`src/sv/pfp_pkg.sv`:
```
// shared types and constants of the polygon face plane unit
package pfp_pkg;

  localparam int COORD_W = 16;
  localparam int CNT_W   = 9;
  localparam int CSUM_W  = 25;
  localparam int NSUM_W  = 42;
  localparam int MAG_W   = 41;
  localparam int HALF_W  = 21;
  localparam int SQ_W    = 84;
  localparam int ROOT_W  = 42;
  localparam int REM_W   = 46;
  localparam int Q_W     = 17;
  localparam int DIV_W   = 64;
  localparam int AREA_W  = 40;
  localparam int NORM_FRAC = 14;

  // one closed face handed from the front to the back
  typedef struct packed {
    logic signed [NSUM_W-1:0] nsum_x;
    logic signed [NSUM_W-1:0] nsum_y;
    logic signed [NSUM_W-1:0] nsum_z;
    logic signed [CSUM_W-1:0] csum_x;
    logic signed [CSUM_W-1:0] csum_y;
    logic signed [CSUM_W-1:0] csum_z;
    logic [CNT_W-1:0]         count;
  } face_job_t;

  // queue status seen by the front and the back
  typedef struct packed {
    logic full;
    logic empty;
  } queue_status_t;

endpackage

```
`src/sv/pfp_front.sv`:
```
// front end: vertex accumulation and newell sums
module pfp_front #(
  parameter int MAX_FACE_VERTICES = 64
) (
  input  logic                                clk,
  input  logic                                rst,
  input  logic                                in_valid,
  output logic                                in_stall,
  input  logic signed [pfp_pkg::COORD_W-1:0]  vx,
  input  logic signed [pfp_pkg::COORD_W-1:0]  vy,
  input  logic signed [pfp_pkg::COORD_W-1:0]  vz,
  input  logic                                last_vertex,
  input  pfp_pkg::queue_status_t              q_status,
  output logic                                push,
  output pfp_pkg::face_job_t                  push_job
);

  localparam int CW = pfp_pkg::COORD_W;
  localparam int NW = pfp_pkg::NSUM_W;
  localparam int SW = pfp_pkg::CSUM_W;

  logic signed [CW-1:0] first_x, first_y, first_z;
  logic signed [CW-1:0] prev_x, prev_y, prev_z;
  logic [pfp_pkg::CNT_W-1:0] count;
  logic signed [SW-1:0] csum_x, csum_y, csum_z;
  logic signed [NW-1:0] nsum_x, nsum_y, nsum_z;
  logic closing;

  logic accept, active, add_open;
  logic signed [CW-1:0] p2_x, p2_y, p2_z;
  logic signed [CW:0] dx, dy, dz, sx, sy, sz;
  logic signed [2*CW+1:0] ex, ey, ez;
  logic signed [NW-1:0] nx_new, ny_new, nz_new;

  assign in_stall = closing;
  assign accept   = in_valid && !closing;
  assign active   = count < pfp_pkg::CNT_W'(MAX_FACE_VERTICES);
  assign add_open = accept && active && (count != '0);
  assign push     = closing && !q_status.full;

  // edge from prev to either the new vertex or, when closing, the first one
  always_comb begin
    if (closing) begin
      p2_x = first_x; p2_y = first_y; p2_z = first_z;
    end else begin
      p2_x = vx; p2_y = vy; p2_z = vz;
    end
    dx = (CW+1)'(prev_x) - (CW+1)'(p2_x);
    dy = (CW+1)'(prev_y) - (CW+1)'(p2_y);
    dz = (CW+1)'(prev_z) - (CW+1)'(p2_z);
    sx = (CW+1)'(prev_x) + (CW+1)'(p2_x);
    sy = (CW+1)'(prev_y) + (CW+1)'(p2_y);
    sz = (CW+1)'(prev_z) + (CW+1)'(p2_z);
    ex = dy * sz;
    ey = dz * sx;
    ez = dx * sy;
    nx_new = nsum_x + NW'(ex);
    ny_new = nsum_y + NW'(ey);
    nz_new = nsum_z + NW'(ez);
  end

  always_comb begin
    push_job.nsum_x = nx_new;
    push_job.nsum_y = ny_new;
    push_job.nsum_z = nz_new;
    push_job.csum_x = csum_x;
    push_job.csum_y = csum_y;
    push_job.csum_z = csum_z;
    push_job.count  = count;
  end

  always_ff @(posedge clk) begin
    if (rst) begin
      closing <= 1'b0;
      count   <= '0;
      first_x <= '0; first_y <= '0; first_z <= '0;
      prev_x  <= '0; prev_y  <= '0; prev_z  <= '0;
      csum_x  <= '0; csum_y  <= '0; csum_z  <= '0;
      nsum_x  <= '0; nsum_y  <= '0; nsum_z  <= '0;
    end else if (push) begin
      closing <= 1'b0;
      count   <= '0;
      first_x <= '0; first_y <= '0; first_z <= '0;
      prev_x  <= '0; prev_y  <= '0; prev_z  <= '0;
      csum_x  <= '0; csum_y  <= '0; csum_z  <= '0;
      nsum_x  <= '0; nsum_y  <= '0; nsum_z  <= '0;
    end else if (accept) begin
      if (active) begin
        if (count == '0) begin
          first_x <= vx; first_y <= vy; first_z <= vz;
        end
        prev_x <= vx; prev_y <= vy; prev_z <= vz;
        csum_x <= csum_x + SW'(vx);
        csum_y <= csum_y + SW'(vy);
        csum_z <= csum_z + SW'(vz);
        count  <= count + 1'b1;
      end
      if (add_open) begin
        nsum_x <= nx_new; nsum_y <= ny_new; nsum_z <= nz_new;
      end
      closing <= last_vertex;
    end
  end

endmodule

```
`config.mk`:
```
export PLATFORM = sky130hd
export DESIGN_NAME = pfp_front
export DESIGN_NICKNAME = d
export VERILOG_FILES = /design/src/sv/pfp_pkg.sv /design/src/sv/pfp_front.sv
export SDC_FILE = /design/constraint.sdc
export NUM_CORES = 2
export LEC_CHECK = 0
export ABC_AREA = 0
export BUFFER_PORTS_ARGS = -buffer_cell sky130_fd_sc_hd__buf_2
export CAP_MARGIN = 20
export CORE_MARGIN = 2
export CORE_UTILIZATION = 40
export DETAILED_ROUTE_END_ITERATION = 16
export GPL_ROUTABILITY_DRIVEN = 0
export PLACE_DENSITY = 0.55
export SYNTH_ARGS = -nofsm -noshare
export SYNTH_HDL_FRONTEND = slang
export SYNTH_SLANG_ARGS = --single-unit
```
`constraint.sdc`:
```
create_clock -name clk -period 13.26 [get_ports clk]
set_input_delay 1.326 -clock clk [delete_from_list [all_inputs] [get_ports clk]]
set_output_delay 1.326 -clock clk [all_outputs]
set_load 0.01 [all_outputs]
```
# After elaboration in Yosys (flattened, before gate mapping)
# Cells that the tools add are included.
# totals
out_inout_bits	212
wordCells	46
regBits	307
# classes
n_mul	3
add_sub_neg	13
mux	3
magnitude_cmp	1
reduce_logical	12
# ops
cell	count
42-bit by 34-bit adder with 42-bit output	3
17-bit by 17-bit multiplier with 34-bit output	3
25-bit by 16-bit adder with 25-bit output	3
16-bit by 16-bit adder with 17-bit output	3
16-bit by 16-bit subtractor with 17-bit output	3
16-bit two-way mux	3
9-bit by 1-bit adder with 9-bit output, second input constant	1
9-bit logical NOT	1
9-bit by 7-bit < comparator with 1-bit output, second input constant	1
9-bit nonzero test	1
1-bit logical AND	4
2-bit AND reduction	2
3-bit AND reduction	1
1-bit logical NOT	2
2-bit OR reduction	1

# Logic depth before layout (Yosys ltp)
# logic_depth
ltp_word	5
depth_mapped	40

# Worst setup path before layout
# Ideal clock, no wire load.
# synth_path
path_type	input port to output port
start	input port vz[0] (netlist bit)
end	output port push_job[167] (netlist bit)
arrival_time_ns	10.906
required_time_ns	11.934
cell_stages	34
setup_slack_ns	1.028
path_cell_list	mux2_2 -> ha_1 -> inv_1 -> fa_1 -> a21o_1 -> a21oi_2 -> o21bai_1 -> a21oi_2 -> o21ai_1 -> a41o_1 -> o211ai_2 -> o2111ai_1 -> and2_1 -> clkbuf_1 -> nor2_1 -> fa_1 -> inv_1 -> fa_1 -> fa_1 -> fa_1 -> inv_1 -> fa_1 -> inv_1 -> fa_1 -> inv_1 -> ha_1 -> and3_1 -> nand3_1 -> o32ai_1 -> o21ai_0 -> a31oi_1 -> a21o_1 -> a21oi_1 -> xor2_1
# synth_lines
element	line	rtl
start, declared	pfp_front.sv:11	input logic signed [pfp_pkg::COORD_W-1:0] vz,
end, declared	pfp_front.sv:15	output pfp_pkg::face_job_t push_job

==> impl_metrics.tcl <==
set metrics [dict create \
    status "completed" \
    synth-main-ff-cell "dfxtp_1" \
    hpwl_um 144800 \
    synth_fp_nets 9002 \
    r2r-end "nsum_z[41]" \
    die_w_um 395.7 \
    dieHeight_um 395.7 \
    rr_worst_depth 33 \
    drc 0 \
    port-buffer-count 264 \
    finalSetupViolCount 0 \
    cp_num_buf_inv 7 \
    cp_top_family "adder cells" \
    tritoncts "done" \
    wirelength_um 176100 \
    yosysUniqueCellTypes 91 \
    hold_end "first_z[7]" \
    cts_made_buffers 43 \
    finalNonFillerCells 9520 \
    netlist_top_cells_area "fa_1 (38%), ha_1 (11%), inv_1 (10%), dfxtp_1 (10%), nand2_1 (6.5%)" \
    io_pins 266 \
    nets 9207 \
    initial_utilization_pct 40.35 \
    holdPathStages 2 \
    grt-ovfl-total 0 \
    final.min_clock_period_ns 12.64 \
    initialDrtViolationCount 2960 \
    slew_violations 0 \
    criticalPathCategory "flop to output pin" \
    crit_path_end_kind "output pin" \
    grt_max_degree 118 \
    syn_area_um2 61370 \
    path_max_fanout 27 \
    crit_path_max_incr_delay_ns 0.73 \
    startpoint_type "flop" \
    num_vias 47940 \
    crit_arrival_ns 11.32 \
    finClkSkew_ns 0.02089 \
    grt_antenna_before_repair 7 \
    hold_path.class "flop to flop" \
    min_from "first_z[7]" \
    critPathRequiredTime_ns 11.93 \
    firstDrtPassIters 6 \
    cts_max_path_buffers 3 \
    hold_viol 0 \
    cap_violations 0 \
    wl_per_cell_um 18.50 \
    fillCellCount 15390 \
    ys_seq_area_share_pct 10.02 \
    track_usage_pct 22.92 \
    placed_cells 9441 \
    cts-root-buf "clkbuf_16" \
    vias_per_cell 5.036 \
    syn_inst 7252 \
    synth_top_area_share_pct 37.97 \
    rsz0062_at_grt "yes" \
    grt_pass1_vias 49980 \
    area.growth.synth_to_final_pct 8.977 \
    antenna_left 0 \
    async_reset_ff_share_pct 0 \
    period_share_pct 95.34 \
    dieArea_um2 156600 \
    placed_area_um2 65420 \
    slew_headroom_pct 20.82 \
    drive_gt1_share_pct 7.559 \
    fp-row-count 143 \
    synth_top_cell_by_area "fa_1" \
    post_cts_buffers 0 \
    crit_path_frequent_cell "fa_1" \
    clock_latency_ns 0.65 \
    synth_area_per_cell_um2 8.462 \
    coreArea_um2 152100 \
    cts.sinks 307 \
    yosysWarnings 0 \
    fin_area_um2 66880 \
    r2r-start "in_stall" \
    clk_pin_slew_ns 0.06 \
    synth-seq-cells 307 \
    rrSetupSlack_ns 2.56 \
    synth_edf_count 0 \
    cts_max_level 2 \
    grt_pass1_wl_um 282500 \
    cpMaxStageDelayCell "fa_1" \
    worst_slew_pin_slew_ns 1.183 \
    fmax_mhz 79.10 \
]
==> registers in the layout, summed over array words and instances (netlist names) <==
signal / cells
first_z: 16
nsum_z: 42
nsum_y: 42
in_stall: 1
prev_z: 16
count: 9
csum_z: 25
nsum_x: 42
first_y: 16
csum_y: 25
first_x: 16
prev_y: 16
prev_x: 16
csum_x: 25
==> worst max path at each step <==
stage / startpoint / to / slack (ns) / depth (start not counted)
global placement: vz[0] / push_job[167] / 0.62 / 38
detailed placement: vz[0] / push_job[167] / 0.57 / 38
finish: in_stall / push_job[125] / 0.62 / 34
floorplan: vz[0] / push_job[167] / 1.03 / 34
CTS: in_stall / push_job[125] / 0.43 / 34
global route: in_stall / push_job[125] / -0.02 / 34
==> worst min-delay path, stage by stage (launching register included) <==
cell,delay (ns)
dfxtp_1,0.30
nand2_1,0.05
a21oi_1,0.05
==> cells in the final DEF, fill, tap and decap left out, drive strengths merged, types with 9 or more instances in the layout <==
| cell | count |
|---|---|
| a211oi | 28 |
| a21o | 90 |
| a21oi | 464 |
| a31o | 12 |
| a31oi | 30 |
| and2 | 82 |
| and3 | 28 |
| buf | 404 |
| clkbuf | 56 |
| dfxtp | 307 |
| fa | 1164 |
| ha | 532 |
| inv | 1712 |
| mux2i | 51 |
| nand2 | 1062 |
| nand2b | 55 |
| nand3 | 65 |
| nand4 | 30 |
| nor2 | 376 |
| nor2b | 137 |
| nor3 | 74 |
| nor3b | 14 |
| nor4 | 9 |
| o211ai | 26 |
| o21a | 32 |
| o21ai | 127 |
| o21bai | 39 |
| o31a | 12 |
| o31ai | 13 |
| or2 | 17 |
| or3 | 26 |
| or4 | 11 |
| xnor2 | 198 |
| xor2 | 86 |
==> stage by stage <==
| step | hold WS (ns) | setup WS [ns] | TNS [ns] | utilization, % |
|---|---|---|---|---|
| 4_1_cts | 0.4540 | 0.4266 | 0 | 43.95 |
| 3_3_place_gp | 0.4416 | 0.6154 | 0 | 43.00 |
| 3_5_place_dp | 0.4463 | 0.5749 | 0 | 43.02 |
| 2_1_floorplan | 0.4329 | 1.028 | 0 | - |
| 6_report | 0.4535 | 0.6179 | 0 | 43.97 |
| 5_1_grt | 0.4684 | -0.01991 | -0.01991 | 43.97 |
==> timing repair <==
item / 4_1_cts / 5_1_grt
gates resized for setup: 0 / 3
setup endpoints to repair: 0 / 5
hold buffers: 0 / 0
==> per-layer routing <==
metal | global-route usage [%] | wire (um) | vias to the layer above
met5 | 0 | 30 | -
met4 | 5.065 | 4090 | 4
met3 | 3.411 | 10460 | 166
met2 | 37.91 | 82070 | 1171
met1 | 31.70 | 79490 | 24120
li1 | - | - | 22480
==> kinds of logic (layout without fill, tap and decap cells) <==
kind of cell,Yosys count,in the layout,share of synthesized area [%]
simple gates,2004,2004,14.40
buf+inv,1950,2186,12.01
fa+ha+maj,1696,1696,48.82
compound gates,957,957,9.783
flops,307,307,10.02
xor+xnor,284,284,4.090
mux,54,54,0.8869
other cells,0,2,0
==> synth_stat cells, types with 9 or more instances <==
master    count
a31o_2       12
or3_1        26
o21bai_1     38
nor2_1      376
xor2_1       85
a21o_1       90
or2_2        17
nor3b_1      14
ha_1        532
buf_2        15
o31ai_1      12
mux2i_1      51
nand3_1      65
dfxtp_1     307
fa_1       1164
a31oi_1      29
nand2_1    1062
nand4_1      30
and3_1       28
clkbuf_1    203
o31a_1       11
nand2b_1     55
nor4_1        9
o211ai_1     25
or4_1        11
a21oi_1     459
and2_1       82
xnor2_1     196
buf_1        20
inv_1      1706
nor2b_1     137
o21ai_1       9
a211oi_1     25
o21ai_0     115
o21a_1       32
nor3_1       73
==> layout make-up <==
type | instances | area, um^2 | area share (%)
multi-input cells | 4995 | 47960 | 71.71
inverters | 1706 | 6404 | 9.575
flip-flops and latches | 307 | 6150 | 9.196
well taps | 2030 | 2540 | 3.798
repair buffers | 404 | 2396 | 3.583
clock buffers | 56 | 1185 | 1.772
clock inverters | 20 | 239.0 | 0.3573
diodes | 2 | 5.005 | 0.007484
Power is not shown: default switching activity piles up to over one toggle a cycle in this logic, so the estimate is an artifact.
