## config.mk

```make
export PLATFORM = sky130hd
export DESIGN_NAME = pfp_back
export DESIGN_NICKNAME = d
export VERILOG_FILES = /design/src/sv/pfp_pkg.sv /design/src/sv/pfp_back.sv
export SDC_FILE = /design/constraint.sdc
export NUM_CORES = 2
export LEC_CHECK = 0
export BUFFER_PORTS_ARGS = -buffer_cell sky130_fd_sc_hd__buf_4
export CAP_MARGIN = 5
export CORE_ASPECT_RATIO = 0.6
export CORE_UTILIZATION = 30
export DETAILED_ROUTE_END_ITERATION = 10
export HOLD_SLACK_MARGIN = 0.02
export PLACE_DENSITY = 0.52
export SKIP_LAST_GASP = 1
export SYNTH_ARGS = -nofsm -noshare
export SYNTH_HDL_FRONTEND = slang
export SYNTH_SLANG_ARGS = --single-unit
```

## constraint.sdc

```tcl
create_clock -name clk -period 58.6 [get_ports clk]
set_clock_uncertainty 0.2 [all_clocks]
set_input_delay 2.93 -clock clk [delete_from_list [all_inputs] [get_ports clk]]
set_output_delay 2.93 -clock clk [all_outputs]
set_load 0.01 [all_outputs]
```

## src/sv/pfp_pkg.sv

```systemverilog
// shared types and constants of the polygon face plane unit
package pfp_pkg;

  localparam int COORD_W = 16;
  localparam int CNT_W   = 9;
  localparam int CSUM_W  = 25;
  localparam int NSUM_W  = 42;
  localparam int MAG_W   = 41;
  localparam int HALF_W  = 21;
  localparam int SQ_W    = 84;
  localparam int ROOT_W  = 42;
  localparam int REM_W   = 46;
  localparam int Q_W     = 17;
  localparam int DIV_W   = 64;
  localparam int AREA_W  = 40;
  localparam int NORM_FRAC = 14;

  // one closed face handed from the front to the back
  typedef struct packed {
    logic signed [NSUM_W-1:0] nsum_x;
    logic signed [NSUM_W-1:0] nsum_y;
    logic signed [NSUM_W-1:0] nsum_z;
    logic signed [CSUM_W-1:0] csum_x;
    logic signed [CSUM_W-1:0] csum_y;
    logic signed [CSUM_W-1:0] csum_z;
    logic [CNT_W-1:0]         count;
  } face_job_t;

  // queue status seen by the front and the back
  typedef struct packed {
    logic full;
    logic empty;
  } queue_status_t;

endpackage

```

## src/sv/pfp_back.sv

```systemverilog
// back end: squared length, square root and rounding divisions
module pfp_back (
  input  logic                               clk,
  input  logic                               rst,
  input  pfp_pkg::queue_status_t             q_status,
  input  pfp_pkg::face_job_t                 pop_job,
  output logic                               pop,
  output logic                               out_valid,
  input  logic                               out_stall,
  output logic signed [15:0]                 norm_x,
  output logic signed [15:0]                 norm_y,
  output logic signed [15:0]                 norm_z,
  output logic signed [15:0]                 cent_x,
  output logic signed [15:0]                 cent_y,
  output logic signed [15:0]                 cent_z,
  output logic [pfp_pkg::AREA_W-1:0]         face_area,
  output logic                               degenerate
);

  localparam int MW = pfp_pkg::MAG_W;
  localparam int HW = pfp_pkg::HALF_W;
  localparam int SQW = pfp_pkg::SQ_W;
  localparam int RW = pfp_pkg::ROOT_W;
  localparam int EW = pfp_pkg::REM_W;
  localparam int QW = pfp_pkg::Q_W;
  localparam int DW = pfp_pkg::DIV_W;
  localparam int AW = pfp_pkg::AREA_W;

  localparam logic [2:0] ST_IDLE = 3'd0;
  localparam logic [2:0] ST_SQR  = 3'd1;
  localparam logic [2:0] ST_ROOT = 3'd2;
  localparam logic [2:0] ST_DSET = 3'd3;
  localparam logic [2:0] ST_DIV  = 3'd4;
  localparam logic [2:0] ST_DONE = 3'd5;

  localparam logic [1:0] PART_LO  = 2'd0;
  localparam logic [1:0] PART_MID = 2'd1;
  localparam logic [1:0] PART_HI  = 2'd2;

  logic [2:0] state;
  pfp_pkg::face_job_t job;
  logic [MW-1:0] mag [3];
  logic          neg [3];
  logic [1:0]    comp, part;
  logic [SQW-1:0] acc, s_sh;
  logic [EW-1:0]  rem;
  logic [RW-1:0]  root;
  logic [5:0]     iter;
  logic [2:0]     idx;
  logic [DW-1:0]  r, dsh;
  logic [QW-1:0]  q;
  logic [4:0]     dcnt;
  logic           dneg;
  logic [15:0]    res [6];
  logic           res_deg;

  logic [MW-1:0]  sq_mag;
  logic [HW-1:0]  ma, mb;
  logic [2*HW-1:0] prod;
  logic [SQW-1:0] prod_sh;
  logic [EW-1:0]  rem_sh, trial;
  logic           take;
  logic [DW-1:0]  num_set, den_set;
  logic           neg_set;
  logic signed [pfp_pkg::CSUM_W-1:0] csel;
  logic [pfp_pkg::CSUM_W-1:0] cmag;
  logic [QW-1:0]  qn;
  logic [QW-1:0]  qs;
  logic           deg_in;
  logic           load_out;

  assign pop    = (state == ST_IDLE) && !q_status.empty;
  assign deg_in = (pop_job.count < pfp_pkg::CNT_W'(3)) ||
                  (pop_job.nsum_x == '0 && pop_job.nsum_y == '0 && pop_job.nsum_z == '0);
  // output register free, or emptied by a beat this cycle
  assign load_out = (state == ST_DONE) && (!out_valid || !out_stall);

  // squaring one magnitude as three partial products
  always_comb begin
    sq_mag = mag[comp];
    ma = sq_mag[HW-1:0];
    mb = {1'b0, sq_mag[MW-1:HW]};
    unique case (part)
      PART_LO:  prod = ma * ma;
      PART_MID: prod = ma * mb;
      PART_HI:  prod = mb * mb;
      default:  prod = '0;
    endcase
    unique case (part)
      PART_LO:  prod_sh = SQW'(prod);
      PART_MID: prod_sh = SQW'(prod) << (HW + 1);
      PART_HI:  prod_sh = SQW'(prod) << (2 * HW);
      default:  prod_sh = '0;
    endcase
  end

  // restoring square root, two radicand bits per step
  always_comb begin
    rem_sh = {rem[EW-3:0], s_sh[SQW-1:SQW-2]};
    trial  = EW'({root, 2'b01});
    take   = rem_sh >= trial;
  end

  // dividend and divisor for the next rounding division
  always_comb begin
    csel = job.csum_x;
    unique case (idx)
      3'd3:    csel = job.csum_x;
      3'd4:    csel = job.csum_y;
      3'd5:    csel = job.csum_z;
      default: csel = job.csum_x;
    endcase
    cmag = csel[pfp_pkg::CSUM_W-1] ? -csel : csel;
    if (idx < 3'd3) begin
      num_set = (DW'(mag[idx[1:0]]) << (pfp_pkg::NORM_FRAC + 1)) + DW'(root);
      den_set = DW'(root) << 1;
      neg_set = neg[idx[1:0]];
    end else begin
      num_set = (DW'(cmag) << 1) + DW'(job.count);
      den_set = DW'(job.count) << 1;
      neg_set = csel[pfp_pkg::CSUM_W-1];
    end
  end

  always_comb begin
    qn = {q[QW-2:0], r >= dsh};
    qs = dneg ? -qn : qn;
  end

  always_ff @(posedge clk) begin
    if (pop) begin
      job <= pop_job;
      neg[0] <= pop_job.nsum_x[pfp_pkg::NSUM_W-1];
      neg[1] <= pop_job.nsum_y[pfp_pkg::NSUM_W-1];
      neg[2] <= pop_job.nsum_z[pfp_pkg::NSUM_W-1];
      mag[0] <= MW'(pop_job.nsum_x[pfp_pkg::NSUM_W-1] ? -pop_job.nsum_x : pop_job.nsum_x);
      mag[1] <= MW'(pop_job.nsum_y[pfp_pkg::NSUM_W-1] ? -pop_job.nsum_y : pop_job.nsum_y);
      mag[2] <= MW'(pop_job.nsum_z[pfp_pkg::NSUM_W-1] ? -pop_job.nsum_z : pop_job.nsum_z);
    end
  end

  always_ff @(posedge clk) begin
    if (rst) begin
      state     <= ST_IDLE;
      out_valid <= 1'b0;
    end else begin
      if (load_out) out_valid <= 1'b1;
      else if (!out_stall) out_valid <= 1'b0;
      unique case (state)
        ST_IDLE: begin
          if (pop) begin
            comp <= 2'd0;
            part <= PART_LO;
            acc  <= '0;
            res_deg <= deg_in;
            state <= deg_in ? ST_DONE : ST_SQR;
          end
        end
        ST_SQR: begin
          acc <= acc + prod_sh;
          if (part == PART_HI) begin
            part <= PART_LO;
            if (comp == 2'd2) begin
              s_sh  <= acc + prod_sh;
              rem   <= '0;
              root  <= '0;
              iter  <= 6'(RW - 1);
              state <= ST_ROOT;
            end else begin
              comp <= comp + 2'd1;
            end
          end else begin
            part <= part + 2'd1;
          end
        end
        ST_ROOT: begin
          s_sh <= s_sh << 2;
          rem  <= take ? rem_sh - trial : rem_sh;
          root <= {root[RW-2:0], take};
          if (iter == '0) begin
            idx   <= 3'd0;
            state <= ST_DSET;
          end else begin
            iter <= iter - 6'd1;
          end
        end
        ST_DSET: begin
          r     <= num_set;
          dsh   <= den_set << (QW - 1);
          dneg  <= neg_set;
          q     <= '0;
          dcnt  <= 5'(QW - 1);
          state <= ST_DIV;
        end
        ST_DIV: begin
          if (r >= dsh) r <= r - dsh;
          dsh <= dsh >> 1;
          q   <= qn;
          if (dcnt == '0) begin
            res[idx] <= qs[15:0];
            if (idx == 3'd5) begin
              state <= ST_DONE;
            end else begin
              idx   <= idx + 3'd1;
              state <= ST_DSET;
            end
          end else begin
            dcnt <= dcnt - 5'd1;
          end
        end
        ST_DONE: begin
          if (load_out) begin
            degenerate <= res_deg;
            if (res_deg) begin
              norm_x <= '0; norm_y <= '0; norm_z <= '0;
              cent_x <= '0; cent_y <= '0; cent_z <= '0;
              face_area <= '0;
            end else begin
              norm_x <= res[0]; norm_y <= res[1]; norm_z <= res[2];
              cent_x <= res[3]; cent_y <= res[4]; cent_z <= res[5];
              face_area <= root[RW-1] ? '1 : AW'(root >> 1);
            end
            state <= ST_IDLE;
          end
        end
        default: state <= ST_IDLE;
      endcase
    end
  end

endmodule

```

Yosys cells after proc, flatten, opt, wreduce, memory -nomap -nowiden

Memory sizes are Yosys's and may differ from the RTL's. A register that Yosys moved wholly into a read port is not among the register bits.
Index checks and enable logic that the tools add are counted.
Widths: inputs -> output; s select.

Memories: 3
Input port bits: 215
Output and inout bits: 139
Register bits: 546
Memory bits (writable): 222

Memories:

| memory | words | bits a word | rd ports | clocked after memory_dff | write ports | RTL line       | text |
|---|---|---|---|---|---|---|---|
| mag    | 3     | 41          | 2        | 2                        | 3           | pfp_back.sv:42 | `logic [MW-1:0] mag [3];` |
| res    | 6     | 16          | 6        | 6                        | 1           | pfp_back.sv:54 | `logic [15:0] res [6];` |
| neg    | 3     | 1           | 1        | 1                        | 3           | pfp_back.sv:43 | `logic neg [3];` |

Bitwise gates (word level): 1
Muxes and demuxes: 64
$lt $le $gt $ge: 4
$mul: 3
Eq/ne operators: 22
Add/subtract/negate cells: 15
Reduce and logical (&&, ||, !) cells: 32

Operators with widths:

| cell             | count |
|---|---|
| $pmux 84 s2      | 2 |
| $pmux 64 s2      | 2 |
| $mux 84          | 3 |
| $pmux 84 s3      | 1 |
| $pmux 42 s2      | 2 |
| $mux 44          | 3 |
| $logic_not 42->1 | 3 |
| $mux 41          | 3 |
| $neg 41->41      | 3 |
| $pmux 44 s2      | 1 |
| $add 84x84->84   | 1 |
| $mux 42          | 2 |
| $ge 64x64->1     | 1 |
| $mux 64          | 1 |
| $sub 64x64->64   | 1 |
| $add 56x42->57   | 1 |
| $mux 57          | 1 |
| $pmux 25 s2      | 1 |
| $ge 46x44->1     | 1 |
| $sub 44x44->44   | 1 |
| $mux 43          | 1 |
| $mul 21x21->42   | 1 |
| $mul 21x20->41   | 1 |
| $mul 20x20->40   | 1 |
| 44 further kinds | 103 |

Longest topological paths before layout

Depth after elaboration: 7
Mapped depth: 48

Least setup slack after synthesis

Ideal clock, no wire load.

Kind: input-to-output
Start: input q_status[0] (netlist bit)
End: output pop
Data required time: 55.470 ns
Arrival: 22.990 ns
Stages on the path: 1
Setup slack: 32.480 ns
Buffers on the path: 0
Path through: nor4_1

Longest elaborated chain between the ends: 2

Ends and longest elaborated chain:

| what              | RTL line       | text |
|---|---|---|
| from (decl)       | pfp_back.sv:5  | `input pfp_pkg::queue_status_t q_status,` |
| $logic_not 1->1   | pfp_back.sv:72 | `assign pop = (state == ST_IDLE) && !q_status.empty;` |
| $logic_and 1x1->1 | pfp_back.sv:72 |  |
| to (decl)         | pfp_back.sv:7  | `output logic pop,` |

Every way passes these cells.

==> out/metrics.csv <==
metric,value,unit
grt_pass1_vias,67000,
clkTransAtPathRegs,0.07,ns
cpMaxStageDelayCell,clkinv_1,
ys_warn_count,0,
busiest_layer,met1,
slowest_delay,1.10,ns
cts.repair.resized,0,
synth_area_per_cell,9.51,sq um
cts_root_buf,clkbuf_16,
die_area,295000,sq um
drc,0,
final.period_utilization,0.274,
synth_edf_count,855,
setup_viol,0,
grt_use_met2,0.285,
synth_area,87800,sq um
min_from,s_sh[74]$_DFFE_PP_,
clk_path_buf_depth,3,
tns,0,ns
start_util,0.302,
netlist-cell-type-count,85,
ys_ff_latch,863,
r2r.worst_path.cells,41,
fin_cells,13400,
relSlewSlack,0.0205,
synth_seq_area_share,0.294,
arrival,16.28,ns
finish.net_count,11200,
synth_flop_cell,edfxtp_1,
cts-buffers-inserted,81,
die_y,421,um
syn_nets,11100,
vias,69800,
worstSetupStartpointType,register,
crit_top_cell,fa_1,
rsz0062_at_grt,no,
hold_viol,0,
finalWirelength,319,mm
ff2ff_setup_slack,42.55,ns
hold_buffers,0,
io_buffer_count,352,
clkSinkCount,863,
drtIter0Drc,7603,
grt_pass1_wl,463,mm
core-area,290000,sq um
globalRouteMet3Util,0.0525,
status,finished clean,
worstPathMaxFanout,24,
fp-row-count,153,
fmax,62.3,MHz
via_per_inst,5.23,
whs,0.325,ns
hold_depth,2,
worst-slew-pin-transition,1.47,ns
drtAntennaViolNets,0,
place.gp.congestion,0.985,
syn2layout_area_growth,11.7,%
drv_slew,0,
hold_path_end,s_sh[76]$_DFFE_PP_,
dpl.hpwl,252,mm
worstSetupPathType,reg2reg,
maxCapViolCount,0,
end_kind,register,
ios,354,
insertion_delay,0.73,ns
postCtsSetupRepairBufs,0,
dp_cells,13200,
r2r_end,s_sh[82]$_DFFE_PP_,
period_minus_slack,16.05,ns
synthArstFlopShare,0,
grt_max_degree,98,
overflow,0,
die_x,700,um
cp_data_required_time,58.83,ns
drtPass1Iterations,9,
cts_tree,yes,
wl_per_cell,23.9,um
min_path_type,reg2reg,
grt.total_usage,0.211,
drive_above_1_share,0.0787,
met1_usage,0.324,
htree_levels,3,
syn_inst,9224,
antenna_found_initial,46,
registers in the layout, indices dropped and copies added, names as in the netlist, 5 cells and up, named ones only:
name       cells
mag          123
res           96
acc           84
job           84
s_sh          84
r             64
dsh           59
rem           44
root          42
face_area     40
cent_x        16
cent_y        16
cent_z        16
norm_x        16
norm_y        16
norm_z        16
q             15
iter           6
dcnt           5
stage by stage:
step | cell area [sq um] | util | setup slack, ns
2_1_floorplan | 87800 | - | 32.48
3_3_place_gp | 95100 | 0.328 | 43.16
3_5_place_dp | 95100 | 0.328 | 43.14
4_1_cts | 98000 | 0.337 | 43.10
5_1_grt | 98000 | 0.337 | 42.26
6_report | 98000 | 0.338 | 42.55
cell usage in the layout (no fill, tap or decap), types with 33 or more instances in the layout:
| master | n |
|---|---|
| a211oi_1 | 51 |
| a21o_1 | 156 |
| a21oi_1 | 502 |
| a22o_1 | 33 |
| a22oi_1 | 37 |
| a31oi_1 | 61 |
| and3_1 | 58 |
| buf_4 | 515 |
| clkbuf_16 | 81 |
| edfxtp_1 | 855 |
| fa_1 | 931 |
| ha_1 | 682 |
| inv_1 | 1364 |
| mux2i_1 | 86 |
| nand2_1 | 896 |
| nand2b_1 | 39 |
| nand3_1 | 118 |
| nand4_1 | 77 |
| nor2_1 | 891 |
| nor2b_1 | 126 |
| nor3_1 | 88 |
| o21a_1 | 67 |
| o21ai_0 | 418 |
| o21ai_1 | 35 |
| o21bai_1 | 71 |
| o22ai_1 | 87 |
| o31ai_1 | 58 |
| or3_1 | 46 |
| xnor2_1 | 344 |
| xor2_1 | 168 |
layer usage:
| layer | vias up | routed length, um |
|---|---|---|
| met3 | 368 | 31900 |
| met1 | 35100 | 150000 |
| li1 | 31300 | - |
| met2 | 3038 | 125000 |
| met5 | - | 27 |
| met4 | 4 | 11400 |
cells by family after synthesis:
logic type      after synthesis  synth area share
buf+inv                    1809            0.0774
mux                          92            0.0106
fa+ha+maj                  1616             0.310
xor+xnor                    512            0.0511
compound gates             1841             0.131
flops                       863             0.294
simple gates               2491             0.125
cells in the mapped netlist (86+ instances only):
| cell type | n | share of area |
|---|---|---|
| a21o_1 | 156 | 0.013 |
| edfxtp_1 | 855 | 0.29 |
| xnor2_1 | 344 | 0.034 |
| a21oi_1 | 505 | 0.029 |
| o21ai_0 | 430 | 0.025 |
| nand2_1 | 899 | 0.038 |
| nand3_1 | 118 | 0.0067 |
| nor3_1 | 90 | 0.0051 |
| nor2b_1 | 126 | 0.0090 |
| xor2_1 | 168 | 0.017 |
| inv_1 | 1369 | 0.059 |
| o22ai_1 | 87 | 0.0062 |
| clkbuf_1 | 379 | 0.016 |
| nor2_1 | 891 | 0.038 |
| mux2i_1 | 86 | 0.0098 |
| ha_1 | 683 | 0.097 |
| fa_1 | 931 | 0.21 |
how the worst max path moves through the flow:
stage	to	slack [ns]
finish	s_sh[82]$_DFFE_PP_	42.55
global route	s_sh[82]$_DFFE_PP_	42.26
CTS	s_sh[82]$_DFFE_PP_	43.10
detailed placement	s_sh[82]$_DFFE_PP_	43.14
global placement	s_sh[82]$_DFFE_PP_	43.16
floorplan	pop	32.48
worst max-delay path, delay by kind of cell (launching register included):
kind                     cells  cell delay (ns)
AO/OA/AOI/OAI               14             5.55
adder cells (fa/ha/maj)      9             4.26
buffers and inverters        9             2.70
AND/OR/NAND/NOR              6             1.92
XOR/XNOR                     2             0.36
flip-flops                   1             0.32
multiplexers                 1             0.27
layout make-up:
class / count / area [sq um]
well taps: 3875 / 4850
repair buffers: 515 / 3870
multi-input cells: 6552 / 55400
flip-flops and latches: 863 / 25800
diodes: 18 / 45.0
clock inverters: 54 / 749
inverters: 1384 / 5200
fillers: 29700 / 192000
clock buffers: 94 / 2080
Power is left out: the tool's default activity adds up to more than one toggle a clock period on the data nets, which glitch-free logic cannot reach.
