**src/sv/pfp_pkg.sv**
```systemverilog
// shared types and constants of the polygon face plane unit
package pfp_pkg;

  localparam int COORD_W = 16;
  localparam int CNT_W   = 9;
  localparam int CSUM_W  = 25;
  localparam int NSUM_W  = 42;
  localparam int MAG_W   = 41;
  localparam int HALF_W  = 21;
  localparam int SQ_W    = 84;
  localparam int ROOT_W  = 42;
  localparam int REM_W   = 46;
  localparam int Q_W     = 17;
  localparam int DIV_W   = 64;
  localparam int AREA_W  = 40;
  localparam int NORM_FRAC = 14;

  // one closed face handed from the front to the back
  typedef struct packed {
    logic signed [NSUM_W-1:0] nsum_x;
    logic signed [NSUM_W-1:0] nsum_y;
    logic signed [NSUM_W-1:0] nsum_z;
    logic signed [CSUM_W-1:0] csum_x;
    logic signed [CSUM_W-1:0] csum_y;
    logic signed [CSUM_W-1:0] csum_z;
    logic [CNT_W-1:0]         count;
  } face_job_t;

  // queue status seen by the front and the back
  typedef struct packed {
    logic full;
    logic empty;
  } queue_status_t;

endpackage

```
**src/sv/pfp_queue.sv**
```systemverilog
// two-entry queue of closed faces between front and back
module pfp_queue (
  input  logic                   clk,
  input  logic                   rst,
  input  logic                   push,
  input  pfp_pkg::face_job_t     push_job,
  input  logic                   pop,
  output pfp_pkg::face_job_t     pop_job,
  output pfp_pkg::queue_status_t status
);

  pfp_pkg::face_job_t entry [2];
  logic       wr_ptr, rd_ptr;
  logic [1:0] fill;

  assign status.full  = fill == 2'd2;
  assign status.empty = fill == 2'd0;
  assign pop_job      = entry[rd_ptr];

  always_ff @(posedge clk) begin
    if (push) begin
      entry[wr_ptr] <= push_job;
    end
  end

  always_ff @(posedge clk) begin
    if (rst) begin
      wr_ptr <= 1'b0;
      rd_ptr <= 1'b0;
      fill   <= 2'd0;
    end else begin
      if (push) wr_ptr <= !wr_ptr;
      if (pop) rd_ptr <= !rd_ptr;
      if (push && !pop) fill <= fill + 2'd1;
      else if (pop && !push) fill <= fill - 2'd1;
    end
  end

endmodule

```
**config.mk**
```make
export PLATFORM = sky130hd
export DESIGN_NAME = pfp_queue
export DESIGN_NICKNAME = d
export VERILOG_FILES = /design/src/sv/pfp_pkg.sv /design/src/sv/pfp_queue.sv
export SDC_FILE = /design/constraint.sdc
export NUM_CORES = 1
export LEC_CHECK = 0
export BUFFER_PORTS_ARGS = -buffer_cell sky130_fd_sc_hd__buf_2
export CAP_MARGIN = 20
export CORE_ASPECT_RATIO = 1.25
export CORE_MARGIN = 3
export CORE_UTILIZATION = 30
export CTS_CLUSTER_DIAMETER = 80
export CTS_CLUSTER_SIZE = 14
export DETAILED_ROUTE_END_ITERATION = 16
export HOLD_SLACK_MARGIN = 0.02
export SETUP_SLACK_MARGIN = 0.05
export SLEW_MARGIN = 10
export SYNTH_ARGS = -nofsm -noshare
export SYNTH_HDL_FRONTEND = slang
export SYNTH_SLANG_ARGS = --single-unit
```
**constraint.sdc**
```tcl
create_clock -name clk -period 10.2 [get_ports clk]
set_input_delay 0.51 -clock clk [delete_from_list [all_inputs] [get_ports clk]]
set_output_delay 0.51 -clock clk [all_outputs]
set_load 0.03 [all_outputs]
```
## Yosys cells after proc, flatten, opt, wreduce, memory -nomap -nowiden

Memories as Yosys holds them, arrays and structs flattened. A register that Yosys moved wholly into a read port is not among the register bits.
Cells that the tools add are included.

| operators by class | value |
|---|---|
| eq/ne operators | 1 |
| add/sub/neg operators | 2 |
| reductions and logical operators | 8 |
| mux-type cells | 6 |

Operator list:

| kind | number |
|---|---|
| 1-bit logical NOT | 4 |
| 1-bit two-way mux | 4 |
| 2-bit two-way mux | 2 |
| 2-bit by 1-bit adder with 2-bit output (second input constant) | 1 |
| 2-bit equality test (second input constant) | 1 |
| 1-bit logical AND | 2 |
| 2-bit logical NOT | 1 |
| 2-bit nonzero test | 1 |
| 2-bit by 1-bit subtractor with 2-bit output (second input constant) | 1 |

| word-level totals | value |
|---|---|
| bits in registers | 4 |
| output and inout bits | 212 |
| input bits | 214 |
| word-level logic and storage cells | 21 |
| memories | 1 |
| bits in writable memories | 420 |

Memory list:

| name | depth | width | rd ports | clocked after Yosys merged registers in | wr ports | RTL line | text |
|---|---|---|---|---|---|---|---|
| entry | 2 | 210 | 1 | 1 | 1 | pfp_queue.sv:12 | `pfp_pkg::face_job_t entry [2];` |

## Logic depth before layout (Yosys ltp)

Gate-level depths: netlist of run 1.

| depth | value |
|---|---|
| word-level depth | 4 |
| gate-level depth with buffers | 5 |
| depth with buffers taken out | 5 |

## Worst setup path after synthesis of run 1

Ideal clock, no wire load.

| path | value |
|---|---|
| path type | register to register |
| start | reg wr_ptr |
| end | mem entry[0][0] in the netlist's numbering (enable) |
| data arrival time | 9,587 ps |
| required time | 9,391 ps |
| stages on the path, launching flop included | 2 |
| slack | -196 ps |
| period minus slack after synthesis | 10,396 ps |
| cell sequence | dfxtp_1 > nor2b_1 |

RTL lines:

| what | RTL line | text |
|---|---|---|
| start, declared | pfp_queue.sv:13 | `logic wr_ptr, rd_ptr;` |
| start signal, assigned | pfp_queue.sv:32 | `if (push) wr_ptr <= !wr_ptr;` |
| end, declared | pfp_queue.sv:12 |  |

No word-level cell before the write port.

==> impl_metrics.env, run 1 <==
export IMPL_numClockSinks=425
export IMPL_root_buffer="clkbuf_16"
export IMPL_crit_slowest_cell="buf_4"
export IMPL_synthCells=675
export IMPL_min_period_ps=3777
export IMPL_async_flop_share=0
export IMPL_hp_start="push_job[187]"
export IMPL_numCtsBuffers=36
export IMPL_antenna_found_initial=4
export IMPL_synthesis_area_sq_um=15440
export IMPL_worst_setup_path_start_kind="flop"
export IMPL_ant_nets=0
export IMPL_nets=1339
export IMPL_grtUsageMet2=0.2068
export IMPL_die_area_sq_um=54230
export IMPL_post_route_worst_setup_slack_ps=6423
export IMPL_synth_edf_count=420
export IMPL_critPathMaxFanout=70
export IMPL_synth_top_area_cell="edfxtp_1"
export IMPL_grt_pass1_vias=8409
export IMPL_hold_viol_final=0
export IMPL_fp_dieH_um=259.6
export IMPL_layout_drive_gt1_share=0.6076
export IMPL_hold_depth=1
export IMPL_path_buf_inv=3
export IMPL_crit_top_cell="buf_4"
export IMPL_critPathKind="reg -> out"
export IMPL_grt_pass1_wl_um=48720
export IMPL_gr_usage_met1=0.1239
export IMPL_syn_area_per_cell_sq_um=22.87
export IMPL_grt_ovfl_total=0
export IMPL_synth_most_common_cell="edfxtp_1"
export IMPL_arrival_ps=3270
export IMPL_r2r_cells=3
export IMPL_clk_pin_slew_ps=60
export IMPL_finalSetupTns_ps=0
export IMPL_min_path_type="in -> reg"
export IMPL_rsz0062_at_grt="no"
export IMPL_ir_worst_vdd_mv=0.1412
export IMPL_cellLeakagePower_nw=7.018
export IMPL_die_x_um=208.9
export IMPL_drtIter0Drc=327
export IMPL_r2r_slack_ps=7040
export IMPL_ys_seq_area_frac=0.8235
export IMPL_slew_viol_final=0
export IMPL_ys_top_cells_by_count="edfxtp_1 (420), mux2_2 (210), buf_6 (22), dfxtp_1 (5), nor2_1 (5)"
export IMPL_route_detailed_drc=0
export IMPL_final_period_utilization=0.3703
export IMPL_htreeDepth=2
export IMPL_r2r_start="wr_ptr"
export IMPL_min_to="entry[0][187]"
export IMPL_yosys_warnings=0
export IMPL_setup_viol=0
export IMPL_yosysTopAreaCellShare=0.8171
export IMPL_grt_busiest_layer="met2"
export IMPL_cp_cell_sequence="buf_4 -> buf_4 -> mux2_2 -> buf_2"
export IMPL_viasPerCell=4.329
export IMPL_routabilityCongestion=0.7433
export IMPL_vias=7753
export IMPL_cts_hold_buf=0
export IMPL_worst_pin_slew_ps=1060
export IMPL_area_delta_synth_final_pct=24.31
export IMPL_clkLatencyLatePin_ps=530
export IMPL_path_delay_family="buffers and inverters"
export IMPL_wl_um=32730
export IMPL_dr_pass1_iters=4
export IMPL_grt_max_degree=75
export IMPL_fmax_ghz=0.2648
export IMPL_core_area_sq_um=50650
export IMPL_relSlewSlack=0.2931
export IMPL_tritoncts="built"
export IMPL_pin_count=426
export IMPL_place_ws_ps=6639
export IMPL_port_buffers=425
export IMPL_endpoint_kind="output port"
export IMPL_syn_nets=890
export IMPL_grt_util_met3=0.03596
export IMPL_grt_usage=0.1150
export IMPL_synth_ff_type="edfxtp_1"
export IMPL_start_util=0.3048
export IMPL_place_inst=1744
export IMPL_maxCapViolations=0
export IMPL_ys_types=16
export IMPL_wl_per_cell_um=18.27
export IMPL_skew_ps=11.52
export IMPL_dp_hpwl_um=22130
export IMPL_status="complete, no violations"
export IMPL_clockBufferDepth=3
export IMPL_stdcell_count=1791
export IMPL_rr_endpoint="entry[0][24]"
export IMPL_rows=92
export IMPL_power_density_nw_per_um2=199.6
export IMPL_ys_ff_latch=425
export IMPL_cp_required_ps=9690
export IMPL_netlist_top_cells_area="edfxtp_1 (82%), mux2_2 (15%), buf_6 (1.6%), dfxtp_1 (0.65%), nor2_1 (0.12%)"
export IMPL_cts_resized=0
export IMPL_post_cts_buffers=0
export IMPL_max_stage_delay_ps=810
==> worst max path at each step <==
stage / start / endpoint / slack (ps) / cells past startpoint
floorplan: push / entry[0][0] / 3780 / 1
global placement: push / entry[0][123] / 6640 / 4
detailed placement: push / entry[0][118] / 6640 / 4
CTS: flop / pop_job[98] / 6280 / 4
global route: flop / pop_job[22] / 6160 / 4
finish: flop / pop_job[135] / 6420 / 4
==> state kept, by name (all words and copies together), names as in the netlist, named ones only <==
| name | count |
|---|---|
| rd_ptr | 1 |
| fill | 2 |
| entry | 420 |
| wr_ptr | 1 |
==> layer usage <==
layer  vias up  wire (um)
li1       3568          -
met1      3862      11760
met2       254      17440
met3        69       2339
met4         0       1194
met5         -          0
==> through the flow <==
step                hold WS, ps  total power, mW  utilization  area (sq um)
floorplan                 461.6            2.503            -         15440
global placement          483.8            2.660       0.3596         18220
detailed placement        499.5            2.670       0.3596         18220
CTS                       120.0            3.897       0.3787         19180
global route              125.4            3.986       0.3789         19190
finish                    170.7            3.830       0.3789         19190
==> layout by cell type, fill, tap and decap left out, drive strengths merged <==
cell type and count:
a21oi 1, and2 1, and2b 1, buf 434, clkbuf 42, dfxtp 5, diode 4, edfxtp 420
ha 1, inv 2, mux2 210, nor2 5, nor2b 1, o21ai 1, or3 1, xnor2 2
xor2 2
==> kinds of logic (layout without fill, tap and decap cells) <==
family	count (synthesis)	count (layout)	synth area share
flops	425	425	0.8235
mux	210	210	0.1532
buf+inv	24	478	0.01662
simple gates	9	9	0.002919
xor+xnor	4	4	0.002270
compound gates	2	2	0.0006478
fa+ha+maj	1	1	0.0008104
other cells	0	4	0
==> power breakdown <==
part	internal, mW	switching [mW]	total, mW
clock network	0.655	0.554	1.21
registers	2.04	0.0247	2.06
logic	0.188	0.369	0.556
total	2.88	0.947	3.83
==> final cells by class <==
cell class / count / area (sq um)
fill: 4769 / 31460
antenna: 4 / 10.01
clock buffer: 42 / 954.7
timing repair buffer: 434 / 2195
multi-input combinational: 226 / 2477
inverter: 1 / 3.754
tap: 658 / 823.3
sequential: 425 / 12720
clock inverter: 1 / 8.758
No activity file was read; power rests on OpenSTA's default activity.
==> inputs of run 2 (changes only) <==
- ABC_AREA: default -> 1
- clock period: 10.2 -> 3.9 ns (I/O delays scaled with it)
==> impl_metrics.env, run 2 <==
export IMPL_htreeDepth=2
export IMPL_grt_usage=0.1303
export IMPL_syn_nets=901
export IMPL_finalSetupTns_ps=0
export IMPL_r2r_slack_ps=1820
export IMPL_worst_setup_path_start_kind="flop"
export IMPL_layout_commonest_cell="buf_2"
export IMPL_grt_ovfl_total=0
export IMPL_synthesis_area_sq_um=15460
export IMPL_root_buffer="clkbuf_16"
export IMPL_maxCapViolations=0
export IMPL_synth_most_common_cell="edfxtp_1"
export IMPL_hp_start="push_job[143]"
export IMPL_ys_types=15
export IMPL_worst_pin_slew_ps=815.6
export IMPL_power_density_nw_per_um2=474.7
export IMPL_comb_power_share=0.154
export IMPL_dp_hpwl_um=23560
export IMPL_p_switching_mw=2.518
export IMPL_rsz0062_at_grt="no"
export IMPL_pin_count=426
export IMPL_grt_max_degree=93
export IMPL_grt_pass1_wl_um=55250
export IMPL_power_frac_seq=0.526
export IMPL_start_util=0.3052
export IMPL_clk_pin_slew_ps=60
export IMPL_grt_pass1_vias=9680
export IMPL_post_route_worst_setup_slack_ps=1343
export IMPL_final_period_utilization=0.6558
export IMPL_numCtsBuffers=37
export IMPL_top_regs="entry (420), fill (2)"
export IMPL_place_ws_ps=1801
export IMPL_numClockSinks=425
export IMPL_stdcell_count=2015
export IMPL_clockBufferDepth=3
export IMPL_min_period_ps=2557
export IMPL_nets=1566
export IMPL_async_flop_share=0
export IMPL_top_register="entry"
export IMPL_critPathMaxFanout=68
export IMPL_relSlewSlack=0.4551
export IMPL_skew_ps=8.791
export IMPL_port_buffers=425
export IMPL_arrival_ps=2360
export IMPL_place_inst=1756
export IMPL_cellLeakagePower_nw=7.970
export IMPL_dr_pass1_iters=7
export IMPL_synth_edf_count=420
export IMPL_netlist_top_cells_area="edfxtp_1 (82%), mux2_2 (15%), buf_6 (1.6%), dfxtp_1 (0.65%), inv_1 (0.22%)"
export IMPL_ir_worst_vdd_mv=0.3834
export IMPL_fmax_ghz=0.3910
export IMPL_endpoint_kind="output port"
export IMPL_wl_per_cell_um=18.16
export IMPL_wl_um=36590
export IMPL_synth_ff_type="edfxtp_1"
export IMPL_switching_share=0.2472
export IMPL_ant_nets=0
export IMPL_whs_ps=388.5
export IMPL_critPathKind="reg -> out"
export IMPL_routabilityCongestion=0.7759
export IMPL_ys_seq_area_frac=0.8225
export IMPL_ys_top_cells_by_count="edfxtp_1 (420), mux2_2 (210), buf_6 (22), inv_1 (9), nor2_1 (7)"
export IMPL_area_delta_synth_final_pct=38.81
export IMPL_largest_register_ffs=420
export IMPL_tritoncts="built"
export IMPL_layout_drive_gt1_share=0.5100
export IMPL_syn_area_per_cell_sq_um=22.53
export IMPL_fp_dieH_um=259.8
export IMPL_yosys_warnings=0
export IMPL_setup_viol=0
export IMPL_drtIter0Drc=375
export IMPL_min_path_type="in -> reg"
export IMPL_most_common_layout_cells="buf_2 (425), edfxtp_1 (420), dlygate4sd3_1 (214), mux2_2 (210), clkbuf_16 (37)"
export IMPL_synthCells=686
export IMPL_hold_viol_final=0
export IMPL_nFillCells=4541
export IMPL_viasPerCell=4.370
export IMPL_antenna_found_initial=2
export IMPL_yosysTopAreaCellShare=0.8160
export IMPL_cp_required_ps=3700
export IMPL_vias=8806
export IMPL_slew_viol_final=0
export IMPL_rows=92
export IMPL_route_detailed_drc=0
export IMPL_die_area_sq_um=54300
export IMPL_synth_top_area_cell="edfxtp_1"
export IMPL_clkLatencyLatePin_ps=530
export IMPL_core_area_sq_um=50650
export IMPL_intPower_mw=7.667
export IMPL_ys_ff_latch=425
export IMPL_clockPowerShare=0.320
export IMPL_die_x_um=209.0
export IMPL_status="complete, no violations"
export IMPL_r2r_start="wr_ptr"
[run 2: changes by cell type in the layout (fill, tap and decap cells not counted), sizes merged, moves of 2 or more]
cell	previous run	this run
dlygate4sd3	0	214
inv	2	9
clkbuf	42	37
nand2	0	5
clkinv	0	3
clkinvlp	0	2
diode	4	2
nor2	5	7
xor2	2	0
[run 2: cell type report]
type / count / area [sq um] / share of cell area
Sequential cell: 425 / 12720 / 0.5928
Tap cell: 658 / 823.3 / 0.03837
Inverter: 9 / 37.54 / 0.001750
Clock buffer: 37 / 925.9 / 0.04316
Timing Repair Buffer: 649 / 4419 / 0.2060
Antenna cell: 2 / 5.005 / 0.0002333
Multi-Input combinational cell: 229 / 2467 / 0.1150
Clock inverter: 6 / 58.81 / 0.002741
[run 2: what timing repair did]
action,4_1_cts,5_1_grt
gates resized for setup,0,0
hold endpoints to repair,425,0
hold buffers,214,0
endpoints found under the setup margin,0,0
setup buffers,0,0
[run 2: power groups by stage]
stage | clock, mW | sequential (mW) | combinational [mW]
global placement | 0 | 5.45 | 1.39
global route | 3.57 | 5.38 | 1.66
detailed placement | 0 | 5.46 | 1.40
floorplan | 0 | 5.45 | 0.963
finish | 3.26 | 5.36 | 1.56
CTS | 3.43 | 5.36 | 1.59
[run 2: worst paths after layout]
kind | to | depth (start not counted)
worst max-delay path | pop_job[181] | 3
worst min-delay path | entry[0][143] | 2
worst max register to register | entry[1][65] | 3
worst min register to register | wr_ptr | 2
[run 2: per-layer routing]
| metal | up-vias | track usage | share of wire |
|---|---|---|---|
| met4 | 0 | 0.05435 | 0.040 |
| li1 | 4033 | - | - |
| met1 | 4398 | 0.1431 | 0.37 |
| met2 | 291 | 0.2426 | 0.54 |
| met3 | 84 | 0.02823 | 0.050 |
| met5 | - | 0 | 0 |
[run 2: metrics by stage]
stage / cell area [sq um] / power [mW] / utilization
after CTS: 21450 / 10.38 / 0.4235
final: 21450 / 10.18 / 0.4236
after global placement: 18320 / 6.838 / 0.3618
after floorplan: 15470 / 6.412 / -
after global routing: 21450 / 10.61 / 0.4235
after detailed placement: 18320 / 6.866 / 0.3618
[run 2: logic make-up (layout without fill, tap and decap cells)]
kind of cell / Yosys count / after routing / synth area share
XOR/XNOR: 1 / 1 / 0.0005668
AND/OR/NAND/NOR: 15 / 15 / 0.003967
multiplexers: 210 / 210 / 0.1530
buffers and inverters: 32 / 701 / 0.01854
flip-flops: 425 / 425 / 0.8225
other: 0 / 2 / 0
AO/OA/AOI/OAI: 2 / 2 / 0.0006470
adder cells (fa/ha/maj): 1 / 1 / 0.0008094
[run 2: critical path, stage by stage (launching register included)]
cell	delay [ps]
dfxtp_4	770
buf_12	390
mux2_2	400
buf_2	180
==> inputs of run 3 (changes only) <==
- ABC_AREA: 1 -> 0
- clock period: 3.9 -> 2.35 ns (I/O delays scaled with it)
==> impl_metrics.env, run 3 (synthesis results as in run 1) <==
export IMPL_root_buffer="clkbuf_16"
export IMPL_rows=92
export IMPL_htreeDepth=2
export IMPL_cp_cell_sequence="buf_12 -> buf_12 -> mux2_2 -> buf_2"
export IMPL_finalSetupTns_ps=0
export IMPL_critPathMaxFanout=48
export IMPL_crit_top_cell="buf_12"
export IMPL_ant_nets=0
export IMPL_rr_endpoint="entry[0][66]"
export IMPL_largest_register_ffs=420
export IMPL_critPathKind="reg -> out"
export IMPL_r2r_start="wr_ptr"
export IMPL_grtUsageMet2=0.2370
export IMPL_die_x_um=208.9
export IMPL_worst_setup_path_start_kind="flop"
export IMPL_top_regs="entry (420), fill (2)"
export IMPL_route_detailed_drc=0
export IMPL_cts_hold_buf=213
export IMPL_dp_hpwl_um=23650
export IMPL_viasPerCell=4.350
export IMPL_worst_pin_slew_ps=824.2
export IMPL_port_buffers=425
export IMPL_fp_dieH_um=259.6
export IMPL_core_area_sq_um=50650
export IMPL_top_register="entry"
export IMPL_crit_slowest_cell="mux2_2"
export IMPL_grt_pass1_wl_um=54120
export IMPL_pin_count=426
export IMPL_grt_busiest_layer="met2"
export IMPL_area_delta_synth_final_pct=39.26
export IMPL_place_ws_ps=727.9
export IMPL_r2r_slack_ps=790
export IMPL_endpoint_kind="output port"
export IMPL_skew_ps=9.652
export IMPL_stdcell_count=2003
export IMPL_hp_start="push"
export IMPL_nFillCells=4494
export IMPL_min_period_ps=2150
export IMPL_grt_util_met3=0.02908
export IMPL_relSlewSlack=0.4505
export IMPL_hold_viol_final=0
export IMPL_path_buf_inv=3
export IMPL_numCtsBuffers=36
export IMPL_place_inst=1750
export IMPL_arrival_ps=2030
export IMPL_numClockSinks=425
export IMPL_status="complete, no violations"
export IMPL_hold_depth=4
export IMPL_post_cts_buffers=0
export IMPL_layout_drive_gt1_share=0.5156
export IMPL_nets=1558
export IMPL_setup_viol=0
export IMPL_clk_pin_slew_ps=70
export IMPL_grt_pass1_vias=9490
export IMPL_power_density_nw_per_um2=795.5
export IMPL_max_stage_delay_ps=410
export IMPL_most_common_layout_cells="buf_2 (425), edfxtp_1 (420), dlygate4sd3_1 (213), mux2_2 (210), clkbuf_16 (37)"
export IMPL_antenna_found_initial=3
export IMPL_rsz0062_at_grt="no"
export IMPL_slew_viol_final=0
export IMPL_maxCapViolations=0
export IMPL_grt_ovfl_total=0
export IMPL_min_path_type="in -> reg"
export IMPL_clkLatencyLatePin_ps=520
export IMPL_die_area_sq_um=54230
export IMPL_layout_commonest_cell="buf_2"
export IMPL_routabilityCongestion=0.7537
export IMPL_r2r_cells=2
export IMPL_vias=8714
export IMPL_fmax_ghz=0.4652
export IMPL_power_total_mw=17.10
export IMPL_tritoncts="built"
export IMPL_gr_usage_met1=0.1417
export IMPL_ir_worst_vdd_mv=0.5853
export IMPL_cp_required_ps=2230
export IMPL_post_route_worst_setup_slack_ps=200.2
export IMPL_final_period_utilization=0.9148
export IMPL_min_to="fill[0]"
export IMPL_cellLeakagePower_nw=7.978
export IMPL_dr_pass1_iters=4
export IMPL_cts_resized=0
export IMPL_wl_um=36540
export IMPL_drtIter0Drc=357
export IMPL_grt_usage=0.1285
export IMPL_start_util=0.3048
export IMPL_path_delay_family="buffers and inverters"
export IMPL_grt_max_degree=114
export IMPL_wl_per_cell_um=18.24
export IMPL_clockBufferDepth=3
run 3: through the flow:
stage | area (sq um) | hold WS (ps) | utilization
global placement | 18400 | 304.9 | 0.3633
CTS | 21490 | 55.47 | 0.4244
global route | 21500 | 94.37 | 0.4244
detailed placement | 18400 | 308.6 | 0.3633
floorplan | 15450 | 182.5 | -
finish | 21500 | 98.86 | 0.4244
run 3: layout make-up:
type	instances	area (sq um)	area share
diodes	1	2.502	0.0001164
clock buffers	37	925.9	0.04307
clock inverters	2	37.54	0.001746
inverters	1	3.754	0.0001746
multi-input cells	226	2477	0.1152
flip-flops and latches	425	12720	0.5916
well taps	658	823.3	0.03830
repair buffers	653	4509	0.2098
run 3: layer usage:
| metal | share of wire | vias up |
|---|---|---|
| met2 | 0.54 | 278 |
| met4 | 0.039 | 2 |
| li1 | - | 4008 |
| met3 | 0.051 | 77 |
| met1 | 0.37 | 4349 |
| met5 | 0.00019 | - |
run 3: worst max path at each step:
stage                          to  depth (start not counted)  startpoint  slack [ps]
floorplan             entry[0][0]                          1      wr_ptr       -1500
global placement      pop_job[30]                          4        flop         730
detailed placement  entry[1][195]                          2      wr_ptr         730
CTS                   pop_job[30]                          4        flop         120
global route          pop_job[30]                          4        flop          90
finish                pop_job[30]                          4        flop         200
run 3: tightest hold or removal path: cells and delay by family:
family / cells / cell delay, ps
adder cells (fa/ha/maj): 1 / 180
buffers and inverters: 1 / 120
XOR/XNOR: 1 / 80
AND/OR/NAND/NOR: 1 / 80
run 3: where the power goes:
part           internal (mW)  switching [mW]
sequential              8.85           0.102
combinational           1.09            1.71
clock                   2.89            2.45
